$ cat src/design/mpd_pkg.sv
// shared types and constants for the multichannel pid deadband drive
// no dependencies; used by mpd_state, mpd_law and the top level
package mpd_pkg;

   // operation codes carried in the request tuser
   localparam logic [2:0] OP_STOP_CLEAR = 3'd0;
   localparam logic [2:0] OP_CONTROL    = 3'd1;
   localparam logic [2:0] OP_PASS       = 3'd2;
   localparam logic [2:0] OP_STOP_HOLD  = 3'd3;

   // control register indexes
   localparam int          REG_INDEX_W     = 3;
   localparam int          REG_DATA_W      = 16;
   localparam logic [2:0]  REG_GAIN_P      = 3'd0;
   localparam logic [2:0]  REG_GAIN_I      = 3'd1;
   localparam logic [2:0]  REG_GAIN_D      = 3'd2;
   localparam logic [2:0]  REG_DEAD_BAND   = 3'd3;
   localparam logic [2:0]  REG_DRIVE_LIMIT = 3'd4;

   localparam logic [7:0]  DRIVE_LIMIT_RESET = 8'd100;

   typedef struct packed {
      logic signed [15:0] gain_p;
      logic signed [15:0] gain_i;
      logic signed [15:0] gain_d;
      logic        [14:0] dead_band;
      logic        [7:0]  drive_limit;
   } gains_type;

   localparam gains_type GAINS_RESET = '{
      gain_p:      16'sd0,
      gain_i:      16'sd0,
      gain_d:      16'sd0,
      dead_band:   15'd0,
      drive_limit: DRIVE_LIMIT_RESET
   };

   // per channel controller state
   typedef struct packed {
      logic signed [31:0] integral;
      logic signed [16:0] last_error;
      logic signed [15:0] last_setpoint;
   } state_entry_type;

   typedef struct packed {
      logic signed [8:0] drive;
      logic              clipped;
   } drive_result_type;

endpackage

$ cat src/design/mpd_state.sv
// per channel controller state registers, one read port and one write port
// depends on mpd_pkg
module mpd_state #(
   parameter int  CHANNELS = 4,
   localparam int IdxW     = (CHANNELS > 1) ? $clog2(CHANNELS) : 1
) (
   input  logic                     clock,
   input  logic                     reset,
   input  logic [IdxW-1:0]          rd_idx,
   output mpd_pkg::state_entry_type rd_entry,
   input  logic                     wr_en,
   input  logic [IdxW-1:0]          wr_idx,
   input  mpd_pkg::state_entry_type wr_entry
);

   mpd_pkg::state_entry_type entries_ff [CHANNELS];

   always_ff @(posedge clock) begin
      if (reset) begin
         for (int i = 0; i < CHANNELS; i++) begin
            entries_ff[i] <= '0;
         end
      end else if (wr_en) begin
         entries_ff[wr_idx] <= wr_entry;
      end
   end

   assign rd_entry = entries_ff[rd_idx];

endmodule

$ cat src/design/mpd_law.sv
// control law for one word: pid with deadband, pass-through and stop modes
// depends on mpd_pkg; pure combinational logic
module mpd_law (
   input  logic [2:0]                operation,
   input  logic                      chan_ok,
   input  logic signed [15:0]        setpoint,
   input  logic signed [15:0]        measured,
   input  mpd_pkg::state_entry_type  cur,
   input  mpd_pkg::gains_type        gains,
   output mpd_pkg::state_entry_type  nxt,
   output logic                      upd,
   output mpd_pkg::drive_result_type result
);

   // saturate a sign and magnitude to +/- limit
   function automatic mpd_pkg::drive_result_type clamp_drive(
      input logic        neg,
      input logic [33:0] mag,
      input logic [7:0]  limit
   );
      mpd_pkg::drive_result_type res;
      logic [8:0]                m9;
      if (mag > {26'd0, limit}) begin
         res.clipped = 1'b1;
         m9          = {1'b0, limit};
      end else begin
         res.clipped = 1'b0;
         m9          = mag[8:0];
      end
      res.drive = neg ? $signed(9'(~m9 + 9'd1)) : $signed(m9);
      return res;
   endfunction

   logic signed [16:0]        e_raw;
   logic        [16:0]        e_mag;
   logic signed [16:0]        err;
   logic signed [31:0]        i_cur;
   logic signed [16:0]        le_cur;
   logic signed [17:0]        de;
   logic signed [32:0]        prod_p;
   logic signed [33:0]        prod_d;
   logic signed [47:0]        prod_i;
   logic signed [49:0]        acc;
   logic        [49:0]        acc_mag;
   logic        [33:0]        round_mag;
   logic signed [32:0]        i_sum;
   logic signed [31:0]        i_next;
   logic        [16:0]        sp_mag;
   mpd_pkg::drive_result_type pid_res;
   mpd_pkg::drive_result_type pass_res;

   always_comb begin
      e_raw  = 17'(setpoint) - 17'(measured);
      e_mag  = e_raw[16] ? 17'(-e_raw) : 17'(e_raw);
      err    = (e_mag < {2'b00, gains.dead_band}) ? '0 : e_raw;

      // a new setpoint restarts the integral, an empty integral drops the old error
      i_cur  = (setpoint != cur.last_setpoint) ? '0 : cur.integral;
      le_cur = (i_cur == '0) ? '0 : cur.last_error;
      de     = 18'(err) - 18'(le_cur);

      prod_p = 33'(gains.gain_p) * 33'(err);
      prod_d = 34'(gains.gain_d) * 34'(de);
      prod_i = 48'(gains.gain_i) * 48'(i_cur);
      acc    = 50'(prod_p) + 50'(prod_d) + 50'(prod_i);

      // round Q8.8 x Q8.8 to integer, halves away from zero
      acc_mag   = acc[49] ? 50'(-acc) : 50'(acc);
      round_mag = 34'((acc_mag + 50'd32768) >> 16);
      pid_res   = clamp_drive(acc[49], round_mag, gains.drive_limit);

      // integral saturates at the signed 32 bit range
      i_sum  = 33'(i_cur) + 33'(err);
      i_next = (i_sum[32] != i_sum[31]) ? {i_sum[32], {31{~i_sum[32]}}} : i_sum[31:0];

      // pass-through truncates toward zero
      sp_mag   = setpoint[15] ? 17'(-17'(setpoint)) : 17'(setpoint);
      pass_res = clamp_drive(setpoint[15], 34'(sp_mag[16:8]), gains.drive_limit);

      nxt = cur;
      case (operation)
         mpd_pkg::OP_CONTROL: begin
            upd               = 1'b1;
            nxt.integral      = i_next;
            nxt.last_error    = err;
            nxt.last_setpoint = setpoint;
            result            = pid_res;
         end
         mpd_pkg::OP_PASS: begin
            upd    = 1'b0;
            result = pass_res;
         end
         mpd_pkg::OP_STOP_HOLD: begin
            upd    = 1'b0;
            result = '0;
         end
         default: begin
            // stop and clear, and every undefined code
            upd          = 1'b1;
            nxt.integral = '0;
            result       = '0;
         end
      endcase

      if (!chan_ok) begin
         upd    = 1'b0;
         result = '0;
      end
   end

endmodule

$ cat src/design/multichannel_pid_deadband_drive.sv
// top level of the multichannel pid deadband drive: stream ports, control
// registers, input and result registers; uses mpd_pkg, mpd_state, mpd_law
// an accepted request word is held in the input register and moves on into the
//   result register once that register is empty or being taken
// throughput: one word per cycle while the result stream does not stall, set by the
//   single-stage read-modify-write of the channel state between the two registers
// reset: clears the valid flags and all channel state, gains and deadband to 0,
//   drive limit to 100
module multichannel_pid_deadband_drive #(
   parameter int  CHANNELS = 4,
   localparam int IdxW     = (CHANNELS > 1) ? $clog2(CHANNELS) : 1
) (
   input  logic                            clock,
   input  logic                            reset,

   // request stream
   input  logic                            req_tvalid,
   output logic                            req_tready,
   input  logic [39:0]                     req_tdata,  // channel, setpoint, measured, zero pad
   input  logic [2:0]                      req_tuser,  // operation

   // result stream
   output logic                            rsp_tvalid,
   input  logic                            rsp_tready,
   output logic [15:0]                     rsp_tdata,  // out_channel, drive, zero pad
   output logic [0:0]                      rsp_tuser,  // clipped

   // control register writes
   input  logic                            csr_we,
   input  logic [mpd_pkg::REG_INDEX_W-1:0] csr_addr,
   input  logic [mpd_pkg::REG_DATA_W-1:0]  csr_wdata
);

   // control registers
   mpd_pkg::gains_type gains_ff, gains_in;

   // input register
   logic               in_valid_ff,   in_valid_in;
   logic [1:0]         in_channel_ff, in_channel_in;
   logic [2:0]         in_op_ff,      in_op_in;
   logic signed [15:0] in_sp_ff,      in_sp_in;
   logic signed [15:0] in_meas_ff,    in_meas_in;

   // result register
   logic               rsp_valid_ff,  rsp_valid_in;
   logic [1:0]         rsp_channel_ff, rsp_channel_in;
   mpd_pkg::drive_result_type rsp_res_ff, rsp_res_in;

   // datapath
   logic                      advance;
   logic                      move;
   logic                      chan_ok;
   logic [IdxW-1:0]           ch_idx;
   mpd_pkg::state_entry_type  cur_entry;
   mpd_pkg::state_entry_type  nxt_entry;
   logic                      law_upd;
   mpd_pkg::drive_result_type law_res;
   logic [8:0]                lim_pos;
   logic [8:0]                lim_neg;

   // result register frees up when empty or being taken
   assign advance    = !rsp_valid_ff || rsp_tready;
   assign move       = in_valid_ff && advance;
   assign req_tready = !in_valid_ff || advance;

   // control register decode
   always_comb begin
      gains_in = gains_ff;
      if (csr_we) begin
         unique case (csr_addr)
            mpd_pkg::REG_GAIN_P:      gains_in.gain_p      = signed'(csr_wdata);
            mpd_pkg::REG_GAIN_I:      gains_in.gain_i      = signed'(csr_wdata);
            mpd_pkg::REG_GAIN_D:      gains_in.gain_d      = signed'(csr_wdata);
            mpd_pkg::REG_DEAD_BAND:   gains_in.dead_band   = csr_wdata[14:0];
            mpd_pkg::REG_DRIVE_LIMIT: gains_in.drive_limit = csr_wdata[7:0];
            default: ;
         endcase
      end
   end

   // input register loads whenever it is empty or hands its word on
   always_comb begin
      in_valid_in   = in_valid_ff;
      in_channel_in = in_channel_ff;
      in_op_in      = in_op_ff;
      in_sp_in      = in_sp_ff;
      in_meas_in    = in_meas_ff;
      if (req_tready) begin
         in_valid_in   = req_tvalid;
         in_channel_in = req_tdata[1:0];
         in_op_in      = req_tuser;
         in_sp_in      = signed'(req_tdata[17:2]);
         in_meas_in    = signed'(req_tdata[33:18]);
      end
   end

   // channel state lookup, words for channels past the table leave the state alone and give a zero drive
   assign chan_ok = 32'(in_channel_ff) < CHANNELS;
   assign ch_idx  = IdxW'(in_channel_ff);

   mpd_state #(
      .CHANNELS (CHANNELS)
   ) u_state (
      .clock    (clock),
      .reset    (reset),
      .rd_idx   (ch_idx),
      .rd_entry (cur_entry),
      .wr_en    (move && law_upd),
      .wr_idx   (ch_idx),
      .wr_entry (nxt_entry)
   );

   mpd_law u_law (
      .operation (in_op_ff),
      .chan_ok   (chan_ok),
      .setpoint  (in_sp_ff),
      .measured  (in_meas_ff),
      .cur       (cur_entry),
      .gains     (gains_ff),
      .nxt       (nxt_entry),
      .upd       (law_upd),
      .result    (law_res)
   );

   // result register
   always_comb begin
      rsp_valid_in   = rsp_valid_ff;
      rsp_channel_in = rsp_channel_ff;
      rsp_res_in     = rsp_res_ff;
      if (advance) begin
         rsp_valid_in   = in_valid_ff;
         rsp_channel_in = in_channel_ff;
         rsp_res_in     = law_res;
      end
   end

   always_ff @(posedge clock) begin
      if (reset) begin
         gains_ff     <= mpd_pkg::GAINS_RESET;
         in_valid_ff  <= 1'b0;
         rsp_valid_ff <= 1'b0;
      end else begin
         gains_ff     <= gains_in;
         in_valid_ff  <= in_valid_in;
         rsp_valid_ff <= rsp_valid_in;
      end
   end

   // payload, no reset
   always_ff @(posedge clock) begin
      in_channel_ff  <= in_channel_in;
      in_op_ff       <= in_op_in;
      in_sp_ff       <= in_sp_in;
      in_meas_ff     <= in_meas_in;
      rsp_channel_ff <= rsp_channel_in;
      rsp_res_ff     <= rsp_res_in;
   end

   assign rsp_tvalid = rsp_valid_ff;
   assign rsp_tdata  = {5'd0, rsp_res_ff.drive, rsp_channel_ff};
   assign rsp_tuser  = rsp_res_ff.clipped;

   // signed drive limit for the checks below
   assign lim_pos = {1'b0, gains_ff.drive_limit};
   assign lim_neg = 9'(~lim_pos + 9'd1);

   // backpressure only when both registers hold a word and the output stalls
   a_stall_source: assert property (@(posedge clock) disable iff (reset)
      !req_tready |-> (in_valid_ff && rsp_valid_ff && !rsp_tready))
      else $error("request stalled without a full pipeline");

   // a word that moves on is presented on the result side next cycle
   a_word_moves: assert property (@(posedge clock) disable iff (reset)
      move |=> rsp_tvalid)
      else $error("word lost between input and result register");

   // a clipped drive sits exactly at the limit
   a_clip_at_limit: assert property (@(posedge clock) disable iff (reset)
      (in_valid_ff && law_res.clipped) |->
         (law_res.drive == lim_pos || law_res.drive == lim_neg))
      else $error("clipped drive not at the limit");

   // an unclipped drive never exceeds the limit
   a_drive_bounded: assert property (@(posedge clock) disable iff (reset)
      (in_valid_ff && !law_res.clipped) |->
         (law_res.drive <= $signed(lim_pos) && law_res.drive >= $signed(lim_neg)))
      else $error("drive beyond limit without clip");

endmodule
$ cat config.mk
export PLATFORM = sky130hd
export DESIGN_NAME = multichannel_pid_deadband_drive
export DESIGN_NICKNAME = d
export VERILOG_FILES = /design/src/design/mpd_pkg.sv /design/src/design/mpd_state.sv /design/src/design/mpd_law.sv /design/src/design/multichannel_pid_deadband_drive.sv
export SDC_FILE = /design/constraint.sdc
export NUM_CORES = 2
export LEC_CHECK = 0
export BUFFER_PORTS_ARGS = -buffer_cell sky130_fd_sc_hd__buf_4
export CAP_MARGIN = 15
export CORE_MARGIN = 2
export CORE_UTILIZATION = 65
export DETAILED_ROUTE_END_ITERATION = 10
export PLACE_DENSITY = 0.8
export SLEW_MARGIN = 20
export SYNTH_ARGS = -nofsm -noshare
export SYNTH_HDL_FRONTEND = slang
export SYNTH_HIERARCHICAL = 1
export SYNTH_SLANG_ARGS = --single-unit
$ cat constraint.sdc
create_clock -name clock -period 39.5 [get_ports clock]
set_input_delay 7.9 -clock clock [delete_from_list [all_inputs] [get_ports clock]]
set_output_delay 7.9 -clock clock [all_outputs]
set_load 0.01 [all_outputs]
* After elaboration in Yosys (flattened, before gate mapping)
Memories as Yosys holds them, arrays and structs flattened. A register that Yosys moved wholly into a read port is not among the register bits.
Cells that the tools add are included.
** Word-level totals
- Flip-flop bits (word level) :: 122
- RAM bits :: 260
- Input bits :: 67
- Output and inout port bits :: 19
- Word-level logic and storage cells :: 85
- Memories :: 1
** Operators by class
- $add $sub $neg :: 11
- Multipliers :: 3
- $lt $le $gt $ge :: 3
- Equality and inequality tests :: 9
- Multiplexer cells :: 26
- Bitwise gates (word level) :: 3
- Reduce and logical (&&, ||, !) cells :: 15
** Memory list
- u_state.entries_ff :: depth 4, width 65, rd ports 1, clocked after Yosys merged registers in 1, write ports 4, RTL line mpd_state.sv:16 : mpd_pkg::state_entry_type entries_ff [CHANNELS];
** Operator list (number)
- two-way mux 17 bit :: 4
- two-way mux 65 bit :: 1
- OR reduction 65 bit :: 1
- two-way mux 32 bit :: 2
- case mux 32 bit (2 select lines) :: 1
- adder 50 x 16 -> 50 bit, second input constant :: 1
- two-way mux 50 bit :: 1
- negator 50 bit :: 1
- adder 35 x 48 -> 49 bit :: 1
- multiplier 16 x 32 -> 48 bit :: 1
- two-way mux 9 bit :: 4
- adder 33 x 34 -> 35 bit :: 1
- greater-than comparator 34 x 8 -> 1 bit :: 1
- multiplier 16 x 18 -> 34 bit :: 1
- adder 32 x 17 -> 33 bit :: 1
- multiplier 16 x 17 -> 33 bit :: 1
- two-way mux 33 bit :: 1
- logical NOT 32 bit :: 1
- case mux 10 bit (2 select lines) :: 1
- adder 9 x 1 -> 9 bit, second input constant :: 2
- inverter 9 bit :: 2
- subtractor 17 x 17 -> 18 bit :: 1
- < comparator 17 x 15 -> 1 bit :: 1
- negator 16 -> 17 bit :: 1
- other kinds (17) :: 37

* Depth between registers and ports, before layout
- Depth after elaboration :: 18
- Mapped depth :: 129
- Depth with buffers taken out :: 118

* Hierarchy
Netlist, hierarchy kept.
** By module, submodules not included
- mpd_law :: instances 1, cells each 5850, area each 50393.3 sq um, sequential area each 0.0 sq um
- mpd_state :: instances 1, cells each 637, area each 11258.3 sq um, sequential area each 7807.5 sq um
- multichannel_pid_deadband_drive :: instances 1, cells each 322, area each 4438.0 sq um, sequential area each 2932.8 sq um

* Worst setup path before layout
Ideal clock, no wire load.
- Kind :: register to register
- From :: register in_sp_ff[0]
- To :: register rsp_res_ff (netlist bit rsp_tdata[8]), data pin
- Data arrival time :: 24310 ps
- Path slack :: 14925 ps
- Cell stages (with the launch flop) :: 124
- Path buffers :: 10
- Period minus slack after synthesis :: 24575 ps
- Cell sequence :: edfxtp_1 -> inv_1 -> ha_1 -> fa_1 -> nor2b_1 -> o21ai_0 -> a21boi_0 -> o21ai_0 -> a21boi_0 -> o21ai_0 -> a21boi_0 -> o21ai_0 -> a21boi_0 -> o21ai_0 -> nand2b_1 -> a21o_1 -> a21o_1 -> nand2_1 -> [88 not listed] -> o21ai_0 -> nand2b_1 -> a21oi_1 -> nor2b_1 -> o22ai_1 -> o221ai_1 -> a2111o_1 -> or4_1 -> nor4_1 -> o2111ai_1 -> nor4_4 -> mux2i_1 -> ha_1 -> nand3_1 -> o31ai_1 -> xnor2_1 -> o21ai_0 -> o22ai_1
** RTL lines
- start, declared :: RTL line multichannel_pid_deadband_drive.sv:41 : logic signed [15:0] in_sp_ff, in_sp_in;
- start signal, assigned :: RTL line multichannel_pid_deadband_drive.sv:153 : in_sp_ff <= in_sp_in;
- end signal, assigned :: RTL line multichannel_pid_deadband_drive.sv:156 : rsp_res_ff <= rsp_res_in;
- end, declared :: RTL line multichannel_pid_deadband_drive.sv:47 : mpd_pkg::drive_result_type rsp_res_ff, rsp_res_in;

==> summary.txt <==
Status
  – Status: completed

STA
  – Final hold vios: 0
  – Max frequency: around 36 MHz
  – Hold WS: roughly 0.48 ns
  – Final period util: between 70% and 80%
  – Min Clock Period, post-route: around 28 ns
  – Final setup viols: 0
  – Setup TNS: 0 ns
  – Worst-Margin Slew: about 1.2 ns
  – RSZ-0062 raised after global routing: no
  – Final Slew Violations: 0
  – Clock Skew: 0.03711 ns
  – Slew margin rel.: between 10% and 20%

Detailed routing
  – Vias/cell: between 5 and 6
  – Drt initial violations: between 4000 and 5000
  – Via count: between 40000 and 50000
  – DR DRC count: 0
  – Final WL: between 150000 and 200000 um
  – ANT nets after route: 0
  – Avg WL per Cell: 22.44 um
  – Detailed Routing Iterations Pass 1: 6

Worst setup path
  – Highest cell delay on the worst timing path: about 0.62 ns
  – Worst EP required: around 40 ns
  – CP top delay family: compound AO/OA/AOI/OAI gates
  – Critical Path AT: roughly 28 ns
  – Most used cell, CP: o21ai_0
  – WS Path Type: flop to flop
  – Worst Path Max Fanout: 58
  – Critical Path Start Type: flop
  – Worst path slowest cell: fa_1
  – CP bufs+invs: 14
  – CP Capture Type: flop

Power
  – Switch Pwr: about 0.0012 W
  – Share of total power in combinational logic: approximately 65%
  – Switching share of power: 49.69%
  – Pint: between 0.001 and 0.0015 W
  – Max VDD drop: slightly below 50 uV
  – Reg power frac: roughly a fifth
  – Pwr/cell area: between 30 and 40 nW/um^2
  – Share of power burned in the clock network: around 15%
  – LEAKAGE: 33.45 nW

Finish
  – Finished Core Util: between 60 and 70%
  – Post-synthesis to final-layout area growth: 4.898%
  – Share of cells above drive strength 1: between 6 and 7%
  – Sequential cell area: 10750 um^2
  – Multi-input logic area: slightly below 50000 um^2
  – Final Cell Area: 69330 um^2
  – Final net count: approximately 8400
  – Fillers: between 7000 and 8000

Clock network
  – H-tree Lvls: 2
  – Total CTS buffers: 40
  – # Post-CTS Setup Buffers: 0
  – CTS tree: built
  – Later-pin clock latency in the skew report: 0.56 ns
  – CTS root buf: clkbuf_16
  – Sink Count: 382
  – CTS Hold Buffers Added: 0
  – Max Root-Sink Buffers: 3
  – Clock-pin slew on the worst setup and hold paths: roughly 0.060 ns
  – Post-CTS sizing: 0

Global routing
  – Vias in the first global route: 51570
  – Total track usage: between 30% and 40%
  – Initial antenna violation count: 9
  – GRT Residual Overflow: 0
  – First-pass GRT wire length: ~290000 um
  – Largest net degree at the start of global routing: between 100 and 150

Placed design
  – Gpl congestion: about 1
  – Number of port buffers: 74
  – HPWL after DPL: approximately 140000 um
  – Post-DP Area: between 60000 and 70000 um^2

Yosys
  – Synth cell types: ~110
  – Cell area after synthesis: 66090 um^2
  – Flops & latches, synth: about 380
  – Ys flop type: edfxtp_1
  – EDFF count, synth: 309
  – Synthesized netlist cell count: 6809
  – Syn Area/Cell: between 9 and 10 um^2
  – Synth area leaders: fa_1, edfxtp_1, inv_1
  – Register area share after synthesis: 16.25%
  – Fraction of registers with async set/reset: 0%
  – Synth cell count leaders: inv_1, fa_1, nand2_1
  – Count leader, synth: inv_1
  – Yosys top cell area share: around two fifths
  – YS warnings: 6
  – Largest area contributor in the netlist: fa_1

Floorplan
  – Die area: between 100000 and 150000 um^2
  – # rows: 116
  – Die X: ~320 um
  – Initial Util: roughly two thirds
  – Core area: ~100000 um^2
  – I/O pin cnt: 86
  – Die height: ~320 um

Min path
  – Hold WC Path Type: flop to flop

Run
  – Max Cap Viol: 0
## state kept, by name, indices dropped and copies added (netlist names)
name	flops
u_state/entries_ff	260
gains_ff	71
in_meas_ff	16
in_sp_ff	16
rsp_tdata	9
in_op_ff	3
ch_idx	2
rsp_channel_ff	2
in_valid_ff	1
rsp_tuser	1
rsp_tvalid	1
## power by group through the flow
stage	sequential, W	combinational, W	clock, W
finish	0.000463	0.00156	0.000367
global route	0.000465	0.00169	0.000385
CTS	0.000463	0.00152	0.000368
detailed placement	0.000472	0.00150	0
global placement	0.000470	0.00147	0
floorplan	0.000466	0.00104	0
## cell type report
cell class,instances,area share [%]
clock inverters,20,0.2509
repair buffers,185,2.014
flip-flops and latches,382,15.51
diodes,3,0.01083
clock buffers,51,1.534
multi-input cells,4699,70.65
inverters,1400,7.580
well taps,1357,2.449
## kinds of logic (layout without fill, tap and decap cells)
group           Yosys count  in the layout  synth area share [%]
mux                     174            174                 3.909
simple gates           2144           2144                 16.41
other cells               2             14               0.01136
buf+inv                1737           1656                 10.15
xor+xnor                205            205                 2.717
compound gates          542            542                 5.509
flops                   382            382                 16.25
fa+ha+maj              1623           1623                 45.04
## final timing paths
check	from	slack, ns	to	depth (start not counted)
setup / recovery	in_sp_ff[0]	11.33	rsp_tdata[8]	116
hold / removal	gains_ff[8]	0.48	gains_ff[8]	2
setup reg to reg	in_sp_ff[0]	11.33	rsp_tdata[8]	116
hold reg to reg	gains_ff[8]	0.48	gains_ff[8]	2
## cells in the final DEF (no fill, tap or decap), types with 17 or more instances in the layout
cell and count:
a211oi_1 17, a21o_1 46, a21oi_1 123, and2_1 505
and3_1 110, buf_4 184, clkbuf_16 41, dfxtp_1 65
edfxtp_1 309, fa_1 1259, ha_1 363, inv_1 1400
mux2i_1 90, mux4_2 65, nand2_1 917, nand2b_1 149
nand3_1 64, nand4_1 31, nor2_1 146, nor2b_1 65
nor3_1 36, nor4_1 20, o211ai_1 37, o21a_1 17
o21ai_0 116, o21bai_1 20, xnor2_1 136, xor2_1 60
## layer usage
layer  vias up  GRT usage [%]  routed length [um]
met5         -              0                  39
met4         6          15.86                9085
met3       558          7.494               18770
met2      2427          58.51               85620
met1     24640          47.66               68210
li1      20800              -                   -
## stage by stage
stage	std cells	power [W]	setup WS, ns
finish	8097	0.002391	11.33
global route	8095	0.002541	9.750
CTS	8093	0.002349	11.79
detailed placement	8022	0.001976	11.96
global placement	8022	0.001941	12.73
floorplan	6818	0.001507	14.93
## worst min-delay path, stage by stage, from the launching register on
cell and delay (ns):
dfxtp_1 0.31, nand2b_1 0.06, mux2i_1 0.06
(Power assumes the default switching activity.)
